==> src/rtl/core/tmaa_pkg.sv <==
// shared constants, types and register codes of the triangle mesh area accumulator
package tmaa_pkg;

   localparam int COORD_BITS     = 16;
   localparam int TRI_COUNT_BITS = 16;

   localparam int CFG_W  = 16;
   localparam int DATA_W = 32;

   localparam int EDGE_W = COORD_BITS + 1;
   localparam int PX_W   = 2 * EDGE_W;
   localparam int DIFF_W = PX_W + 1;
   localparam int MAG_W  = 2 * COORD_BITS + 2;
   localparam int RAD_W  = 2 * MAG_W;
   localparam int ROOT_W = MAG_W;
   localparam int REM_W  = ROOT_W + 2;
   localparam int ROOT_STEPS = RAD_W / 2;
   localparam int CNT_W  = $clog2(ROOT_STEPS);

   localparam int SUM_BITS  = 2 * COORD_BITS + 3 + TRI_COUNT_BITS;
   localparam int LAM_BITS  = SUM_BITS - 1;
   localparam int LAM_W     = 50;
   localparam int SCALED_W  = 63;
   localparam int SCALE_FRAC2 = 24;
   localparam int K_DIGITS  = 3;
   localparam int K_W       = K_DIGITS * CFG_W;
   localparam int SAT_LO    = SCALED_W + SCALE_FRAC2;
   localparam int AP_W      = (LAM_BITS + K_W > SAT_LO) ? LAM_BITS + K_W : SAT_LO + 1;

   localparam int QDEPTH = 2;
   localparam int QPTR_W = $clog2(QDEPTH);
   localparam int QCNT_W = $clog2(QDEPTH + 1);

   localparam int REG_IDX_W = 1;
   localparam int ADDR_W    = REG_IDX_W + 2;
   localparam logic [REG_IDX_W-1:0] REG_CARD_SCALE     = 1'b0;
   localparam logic [REG_IDX_W-1:0] REG_INSTANCE_COUNT = 1'b1;
   localparam logic [CFG_W-1:0] CARD_SCALE_RST     = 16'd410;
   localparam logic [CFG_W-1:0] INSTANCE_COUNT_RST = 16'd0;

   typedef struct packed {
      logic [MAG_W-1:0] ux;
      logic [MAG_W-1:0] uy;
      logic [MAG_W-1:0] uz;
      logic             last;
   } mag_type;

endpackage

==> src/rtl/core/tmaa_queue.sv <==
// small fifo between the front pipeline and the root sequencer
module tmaa_queue (
   input  logic              clock,
   input  logic              reset,
   input  logic              push_valid,
   output logic              push_ready,
   input  tmaa_pkg::mag_type push_data,
   output logic              pop_valid,
   input  logic              pop_ready,
   output tmaa_pkg::mag_type pop_data
);

   tmaa_pkg::mag_type                 mem_ff [tmaa_pkg::QDEPTH];
   logic [tmaa_pkg::QPTR_W-1:0]       wr_ptr_ff, wr_ptr_in;
   logic [tmaa_pkg::QPTR_W-1:0]       rd_ptr_ff, rd_ptr_in;
   logic [tmaa_pkg::QCNT_W-1:0]       cnt_ff, cnt_in;
   logic                              do_push, do_pop;

   assign push_ready = cnt_ff != tmaa_pkg::QCNT_W'(tmaa_pkg::QDEPTH);
   assign pop_valid  = cnt_ff != '0;
   assign pop_data   = mem_ff[rd_ptr_ff];
   assign do_push    = push_valid && push_ready;
   assign do_pop     = pop_valid && pop_ready;

   always_comb begin
      wr_ptr_in = wr_ptr_ff;
      rd_ptr_in = rd_ptr_ff;
      cnt_in    = cnt_ff;
      if (do_push) begin
         wr_ptr_in = (wr_ptr_ff == tmaa_pkg::QPTR_W'(tmaa_pkg::QDEPTH - 1)) ? '0
                   : wr_ptr_ff + 1'b1;
      end
      if (do_pop) begin
         rd_ptr_in = (rd_ptr_ff == tmaa_pkg::QPTR_W'(tmaa_pkg::QDEPTH - 1)) ? '0
                   : rd_ptr_ff + 1'b1;
      end
      if (do_push && !do_pop) begin
         cnt_in = cnt_ff + 1'b1;
      end else if (!do_push && do_pop) begin
         cnt_in = cnt_ff - 1'b1;
      end
   end

   always_ff @(posedge clock) begin
      if (reset) begin
         wr_ptr_ff <= '0;
         rd_ptr_ff <= '0;
         cnt_ff    <= '0;
      end else begin
         wr_ptr_ff <= wr_ptr_in;
         rd_ptr_ff <= rd_ptr_in;
         cnt_ff    <= cnt_in;
      end
   end

   always_ff @(posedge clock) begin
      if (do_push) begin
         mem_ff[wr_ptr_ff] <= push_data;
      end
   end

endmodule

==> config.mk <==
export PLATFORM = sky130hd
export DESIGN_NAME = tmaa_queue
export DESIGN_NICKNAME = d
export VERILOG_FILES = /design/src/rtl/core/tmaa_pkg.sv /design/src/rtl/core/tmaa_queue.sv
export SDC_FILE = /design/constraint.sdc
export NUM_CORES = 1
export LEC_CHECK = 0
export BUFFER_PORTS_ARGS = -buffer_cell sky130_fd_sc_hd__buf_2
export CAP_MARGIN = 20
export CORE_UTILIZATION = 45
export CTS_CLUSTER_SIZE = 10
export DETAILED_ROUTE_END_ITERATION = 8
export PLACE_DENSITY = 0.7
export SLEW_MARGIN = 10
export SYNTH_ARGS = -nofsm -noshare
export SYNTH_HDL_FRONTEND = slang
export SYNTH_SLANG_ARGS = --single-unit
==> constraint.sdc <==
create_clock -name clock -period 11 [get_ports clock]
set_input_delay 0.55 -clock clock [delete_from_list [all_inputs] [get_ports clock]]
set_output_delay 0.55 -clock clock [all_outputs]
set_load 0.005 [all_outputs]
# After elaboration in Yosys (flattened, before gate mapping)
# Memory sizes are Yosys's and may differ from the RTL's. A register that Yosys moved wholly into a read port is not among the register bits.
# Index checks and enable logic that the tools add are counted.
word_totals:
  register_bits: 4
  ramBits: 206
  inputBits: 107
  out_inout_bits: 105
  word_cells: 25
  memories: 1
classes:
  n_addsub: 4
  eq_ne: 1
  mux: 8
  reduce_logical: 8
mem_list:
  columns: ["name", "words", "width", "rd", "rd_clocked_by_memory_dff", "write_ports", "line_no", "source"]
  rows:
  - ["mem_ff", 2, 103, 1, 1, 1, "tmaa_queue.sv:13", "tmaa_pkg::mag_type mem_ff [tmaa_pkg::QDEPTH];"]
op_table:
  columns: ["op", "n"]
  rows:
  - ["two-way mux 1 bit", 6]
  - ["logical AND 1 bit", 4]
  - ["two-way mux 2 bit", 2]
  - ["nonzero test 2 bit", 2]
  - ["adder 1 bit (second input constant)", 2]
  - ["adder 2 x 1 -> 2 bit (second input constant)", 1]
  - ["zero test 1 bit", 2]
  - ["!= test 2 bit (second input constant)", 1]
  - ["subtractor 2 x 1 -> 2 bit (second input constant)", 1]

# Longest topological paths before layout
# Gate-level depths: netlist of run 1.
logic_depth:
  depth_word: 6
  mapped_depth: 6
  mapped_depth_nobuf: 6

# Worst setup path before layout of run 1
# Ideal clock, no wire load.
synth_timing:
  path_type: "reg2reg"
  from: "register cnt_ff[0] (netlist name)"
  to: "memory mem_ff[1][0] (netlist name), enable pin"
  setup_time_ns: 0.474
  arrival_ns: 3.029
  t_required_ns: 10.526
  slack_ns: 7.497
  stages_incl_launch_ff: 3
  n_path_buf: 0
  synth_period_minus_slack_ns: 3.503
  cell_sequence: "dfxtp_1 > nand2b_1 > and3_1"
synth_via:
  elab_chain_cells: 4
synth_lines:
  columns: ["item", "line_no", "source"]
  rows:
  - ["from (decl)", "tmaa_queue.sv:16", "logic [tmaa_pkg::QCNT_W-1:0] cnt_ff, cnt_in;"]
  - ["from (signal assigned)", "tmaa_queue.sv:52", "cnt_ff <= cnt_in;"]
  - ["!= test 2 bit", "tmaa_queue.sv:19", "assign push_ready = cnt_ff != tmaa_pkg::QCNT_W'(tmaa_pkg::QDEPTH);"]
  - ["named net push_ready", "tmaa_queue.sv:6", "output logic push_ready,"]
  - ["logical AND 1 bit", "tmaa_queue.sv:22", "assign do_push = push_valid && push_ready;"]
  - ["two-way mux 1 bit", "tmaa_queue.sv:57", "if (do_push) begin"]
  - ["two-way mux 1 bit (not written as such)", "tmaa_queue.sv:58", "mem_ff[wr_ptr_ff] <= push_data;"]
  - ["to (decl)", "tmaa_queue.sv:13", null]
# The timed path passes the listed nets, and every way through them passes these cells.

==> results.md, run 1 <==
* N_diodes at 0
* Post-CTS Setup Bufs at 0
* Synth cell count leaders: edfxtp_1 (206), mux2_2 (103), buf_6 (7)
* Syn Std Cell Area at around 0.0077 mm^2
* Min-Delay Startpoint: push_data[48]
* Resized cells post-CTS at 0
* Number of global-route vias before repair at 4,363
* Outcome: finished clean
* Top_reg_cell synth: edfxtp_1
* Global-route wire length before repair at 21,900 um
* Filler cell count at 1,323
* Antenna Nets Post-Route at 0
* Layout cell share with drive strength beyond 1 at 59.7%
* EDFF count, synth at 206
* CTS root buf: clkbuf_16
* RR Startpoint: cnt_ff[0]
* Slew HR at 31.9%
* Highest ir drop seen on vdd at 0.000129 V
* GR Util All Layers at between 10% and 20%
* Die X at 133 um
* Unrepaired setup endpoints after global routing: no
* Final hold vios at 0
* Grt ovf at 0
* Die area at 0.0176 mm^2
* Finished Core Util at 57.9%
* Max-slew violations at 0
* H-tree depth at 1
* Data required, critical path at ~10 ns
* Dominant cells by area after synthesis: edfxtp_1 (81%), mux2_2 (15%), dfxtp_1 (1.3%)
* Largest net degree at the start of global routing at 77
* TritonRoute pass-1 iters at 4
* Net Count, Synth at 452
* Drc violations at 0
* Power Density at about 230 mW/mm^2
* Hold Path Class: input pin to register
* Starting DRT DRC Count at 173
* DRT Wirelength at 14,100 um
* TritonCTS Buffers at 25
* Fmax at 321 MHz
* Max-cap viol count at 0
* CP Capture Type: output pin
* Most numerous cell in the Yosys netlist: edfxtp_1
* Gpl congestion at 0.747
* Row cnt at 47
* Clock Path Buffers at 3
* Die span in y at 133 um
* DR vias/cell at 4.84
* Worst-skew pair later-pin latency at 0.50 ns
* Io pins at around 210
* Leak at about 3.6 nW
* Crit Path Category: register to output pin
* CTS Hold Bufs at 0
* CTS tree: built
* Syn Area/Cell at 22.3 um^2
* Initial Utilization at 46.3%
* WP data arrival at around 2.6 ns
* Max FO, Critical Path at 76
* TNS Setup at 0 ns
* Slew @ Worst Pin at slightly above 1 ns
* Clock Skews at between 0.01 and 0.015 ns
* Synth Register Bits at 211
* Final setup violation count at 0
* Distinct cells, synth at 19
* Clock-pin slew on the worst setup and hold paths at ~0.060 ns
* WL/cell at 17.5 um
* Top-area cell type share of the netlist area at between 80% and 90%
* Crit path launch type: register
* Hpwl dp at 8920 um
* Warnings from Yosys at 0
* Port Buffers at 211
* Post-synth top area cell: edfxtp_1
* Ys async rst share at 0%
* Sequential area share after synthesis at 82.0%
* Initial antenna violation count at 1
* TritonCTS Sinks at roughly 210
* Via count at 3,883
* Core ar. at 0.0166 mm^2
* Post-Syn Instances at 344
* Area Overhead vs Synth at 25.2%
* Tcrit/Tclk final at 28.3%
* Final min period at 3.11 ns
* Final #Nets at just under 700
[placed cells by master (no fill, tap or decap)]
cell type / count
dfxtp_4: 1
inv_4: 1
clkbuf_16: 25
ha_1: 1
or3_1: 1
nor2_1: 3
or2_2: 1
nand3b_1: 1
and3_4: 1
nand2b_1: 1
dfxtp_1: 4
edfxtp_1: 206
xor2_1: 3
o21ai_0: 2
clkinv_1: 1
a21bo_2: 1
buf_4: 3
and2_1: 1
buf_2: 211
a21oi_1: 2
clkbuf_1: 9
clkinv_4: 1
mux2_2: 103
[area by class of cell]
class | count | area, um^2 | share of cell area [%]
Clock buffer | 34 | 659 | 6.86
Timing Repair Buffer | 214 | 1080 | 11.2
Tap cell | 220 | 275 | 2.87
Inverter | 1 | 6.26 | 0.0651
Multi-Input combinational cell | 121 | 1280 | 13.4
Sequential cell | 211 | 6290 | 65.5
Clock inverter | 2 | 12.5 | 0.130
[sequential cells by signal, indices dropped and copies added, names as in the netlist, named ones only]
| register | count |
|---|---|
| rd_ptr_ff | 1 |
| mem_ff | 206 |
| wr_ptr_ff | 1 |
| cnt_ff | 2 |
[power by group]
| group | internal [mW] | switching, mW | leakage (nW) |
|---|---|---|---|
| clock network | 0.411 | 0.278 | 0.324 |
| registers | 1.01 | 0.0372 | 1.97 |
| logic | 0.230 | 0.214 | 1.28 |
| total | 1.65 | 0.529 | 3.57 |
[cell families (layout without fill, tap and decap cells)]
kind of cell             Yosys count  in the layout  synth area share, %
AND/OR/NAND/NOR                    9              9                0.653
multiplexers                     103            103                 15.1
XOR/XNOR                           3              3                0.343
AO/OA/AOI/OAI                      5              5                0.392
adder cells (fa/ha/maj)            1              1                0.163
buffers and inverters             12            251                 1.37
flip-flops                       211            211                 82.0
[through the flow]
stage	cell area, um^2	hold slack (ns)	setup slack (ns)	std cells	power [mW]
floorplan	7670	0.471	7.50	344	1.33
global placement	8930	0.485	8.39	767	1.50
detailed placement	8930	0.503	8.37	767	1.51
CTS	9610	0.221	7.84	803	2.21
global route	9610	0.219	7.74	803	2.28
finish	9610	0.241	7.89	803	2.18
[metal layers]
metal  wire length [um]  global-route usage (%)  part of all wire (%)  vias to the layer above
li1                   -                       -                     -                     1821
met1               5840                    19.4                    41                     1892
met2               6900                    27.5                    49                      147
met3               1100                    5.06                   7.8                       21
met4                235                    4.34                   1.7                        2
met5                 13                       0                 0.092                        -
[worst max-delay path, stage by stage, from the launching register on]
cell and delay (ns):
dfxtp_4 0.58, buf_4 0.85, mux2_2 0.43, buf_2 0.14
[final timing paths]
| kind | endpoint | slack, ns | depth (start not counted) |
|---|---|---|---|
| setup reg to reg | mem_ff[0][6] | 8.54 | 4 |
| setup / recovery | pop_data[21] | 7.89 | 3 |
| hold reg to reg | rd_ptr_ff | 0.51 | 2 |
| hold / removal | mem_ff[1][48] | 0.24 | 1 |
(Power assumes the default switching activity.)
==> inputs of run 2 (changes only) <==
clock period = 2.9 ns   (was 11 ns; I/O delays follow)
==> run 2 against run 1 <==
Compared with the run above: combinational power rose to 4.3 times the previous value; sequential share of layout area is 6.8 points lower; clock skew decreased by 0.0057 ns; global-route usage rose by 1.8 points; setup slack worse by 7.1 ns; sequential power grew to 3.8 times the previous value; critical endpoint is now pop_data[102].
==> results.md, run 2 (synthesized netlist as in run 1, its figures left out) <==
* DR vias/cell at 4.83 (was 4.84)
* Min-Delay Startpoint: pop_ready (was push_data[48])
* Leak at 4.03 nW (was 3.57 nW)
* Most frequent cells in the layout: buf_2 (211), edfxtp_1 (206), dlygate4sd3_1 (105), mux2_2 (103), clkbuf_16 (25) (was buf_2 (211), edfxtp_1 (206), mux2_2 (103), clkbuf_16 (25), clkbuf_1 (9))
* Worst setup margin at 0.832 ns (was 7.89 ns)
* Clock-pin slew on the worst setup and hold paths at 0.06 ns (about the same)
* Reg power frac at 46.3% (was 48.0%)
* CTS tree: built (unchanged)
* Drc violations at 0 (unchanged)
* Initial antenna violation count at 0 (was 1)
* DP Worst Slack at 0.973 ns (was 8.37 ns)
* Int Pwr at 6.37 mW (was 1.65 mW)
* Layout cell share with drive strength beyond 1 at 50.9% (was 59.7%)
* Slowest-stage cell, CP: buf_4 (unchanged)
* WP data arrival at 1.92 ns (was 2.56 ns)
* Max FO, Critical Path at 44 (was 76)
* TritonRoute pass-1 iters at 4 (unchanged)
* Die X at 133 um (unchanged)
* Die area at 0.0176 mm^2 (unchanged)
* CP Capture Type: output pin (unchanged)
* Final min period at just over 2 ns
* Power Density at 789 mW/mm^2 (was 227 mW/mm^2)
* Grt ovf at 0 (unchanged)
* Number of global-route vias before repair at 4,839 (was 4,363)
* Fmax at between 400 and 500 MHz
* Hold Path Stages at 4 (was 1)
* R2R depth at 4 (unchanged)
* Highest ir drop seen on vdd at 0.000522 V (was 0.000129 V)
* RR Startpoint: cnt_ff[0] (unchanged)
* Unrepaired setup endpoints after global routing: no (unchanged)
* Initial Utilization at 46.3% (unchanged)
* Max-cap viol count at 0 (unchanged)
* CP peak stage delay at 0.48 ns (was 0.85 ns)
* Data required, critical path at 2.76 ns (was 10.45 ns)
* Clock Path Buffers at 3 (unchanged)
* Most flops, register: mem_ff (unchanged)
* Largest net degree at the start of global routing at 61 (was 77)
* Clock Skews at 0.00691 ns (was 0.0126 ns)
* CTS root buf: clkbuf_16 (unchanged)
* N_diodes at 0 (unchanged)
* Net Sw Frac at 24.6% (was 24.3%)
* Via count at 4,398 (was 3,883)
* Tcrit/Tclk final at 71.3%
* Final hold vios at 0 (unchanged)
* Outcome: finished clean (unchanged)
* Die span in y at 133 um (unchanged)
* Core ar. at 0.0166 mm^2 (unchanged)
* TritonCTS Sinks at 211 (unchanged)
* R2r endpoint: mem_ff[0][48] (was mem_ff[0][6])
* TritonCTS Buffers at 25 (unchanged)
* Area Overhead vs Synth at 39.6% (was 25.2%)
* Gpl congestion at 0.740 (was 0.747)
* Hpwl dp at 8810 um (was 8920 um)
* Row cnt at 47 (unchanged)
* WL/cell at 17.0 um (was 17.5 um)
* DRT Wirelength at 15,500 um (was 14,100 um)
* Max-slew violations at 0 (unchanged)
* GR Util All Layers at 17.7% (was 16.0%)
* Global-route wire length before repair at 24,400 um (was 21,900 um)
* Starting DRT DRC Count at 263 (was 173)
* H-tree depth at 1 (unchanged)
* WHS Endpoint: rd_ptr_ff (was mem_ff[1][48])
* Final setup violation count at 0 (unchanged)
* Largest registers: mem_ff x206, cnt_ff x2 (unchanged)
* Combinational share of power at 22.6% (was 20.4%)
* Slew @ Worst Pin at 0.798 ns (was 1.02 ns)
* Crit Path Category: register to output pin (unchanged)
* Clock share of power at 31.1% (was 31.6%)
* Final #Nets at 790 (was 682)
* Max FFs per register at 206 (unchanged)
* Reg2reg setup slack at 0.91 ns (was 8.54 ns)
* Antenna Nets Post-Route at 0 (unchanged)
* Port Buffers at 211 (unchanged)
* Switching power at 2.07 mW (was 529 uW)
* Most common cell after layout, fill and taps aside: buf_2 (unchanged)
* Slew HR at 46.8% (was 31.9%)
* TNS Setup at 0 ns (unchanged)
* Filler cell count at 1,157 (was 1,323)
* Worst-skew pair later-pin latency at 0.50 ns (about the same)
* Worst-path cell chain: buf_4 -> mux2_2 -> buf_2 (unchanged)
* Hold Path Class: input pin to register (unchanged)
* Io pins at 212 (unchanged)
* Crit path launch type: register (unchanged)
## run 2: cell types whose count changed in the layout (fill, tap and decap cells not counted), sizes merged
cell         delta
clkbuf          -1
inv             +1
dlygate4sd3   +105
clkinvlp        +1
clkinv          -1
buf             +3
## run 2: worst max-delay path by stage
stage,startpoint,endpoint,slack [ns]
4_1_cts,register,pop_data[21],0.81
5_1_grt,register,pop_data[21],0.76
2_1_floorplan,cnt_ff[0],mem_ff[0][0],0.29
3_3_place_gp,cnt_ff[0],mem_ff[0][78],1.05
6_report,register,pop_data[102],0.83
3_5_place_dp,cnt_ff[0],mem_ff[0][76],0.97
## run 2: worst max-delay path: cells and delay by family, from the launching register on
kind / cells / cell delay, ns
flops: 1 / 0.35
mux: 1 / 0.44
buf+inv: 2 / 0.62
## run 2: per-stage QoR
| stage | instances | cell area [um^2] | hold WS [ns] | power, mW | utilization (%) |
|---|---|---|---|---|---|
| after floorplan | 344 | 7670 | 0.214 | 5.05 | - |
| final | 911 | 10700 | 0.0845 | 8.45 | 64.6 |
| after global placement | 770 | 8980 | 0.333 | 5.71 | 54.2 |
| after detailed placement | 770 | 8980 | 0.336 | 5.76 | 54.2 |
| after CTS | 911 | 10700 | 0.0604 | 8.52 | 64.6 |
| after global routing | 911 | 10700 | 0.134 | 8.82 | 64.6 |
## run 2: area by class of cell
cell class / instances / area (um^2) / share of cell area [%]
Timing Repair Buffer: 322 / 2180 / 20.3
Clock inverter: 3 / 21.3 / 0.199
Sequential cell: 211 / 6290 / 58.7
Tap cell: 220 / 275 / 2.57
Multi-Input combinational cell: 121 / 1280 / 12.0
Clock buffer: 33 / 656 / 6.12
Inverter: 1 / 7.51 / 0.0701
## run 2: power by group through the flow
stage	clock, mW	sequential (mW)	combinational (mW)
finish	2.62	3.91	1.91
global route	2.81	3.95	2.06
CTS	2.69	3.91	1.92
detailed placement	0	3.97	1.79
global placement	0	3.94	1.76
floorplan	0	3.95	1.10
## run 2: timing repair
| item | in CTS | in global routing |
|---|---|---|
| hold endpoints to repair | 211 | 0 |
| hold buffers | 105 | 0 |
| buffers inserted | 0 | 0 |
| gates resized for setup | 0 | 0 |
## run 2: metal layers
layer	vias to the layer above	wire (um)	global-route usage, %	part of all wire (%)
met1	2143	5950	20.4	38
li1	2040	-	-	-
met3	31	1000	3.72	6.5
met4	0	379	6.00	2.4
met5	-	0	0	0
met2	184	8180	32.7	53
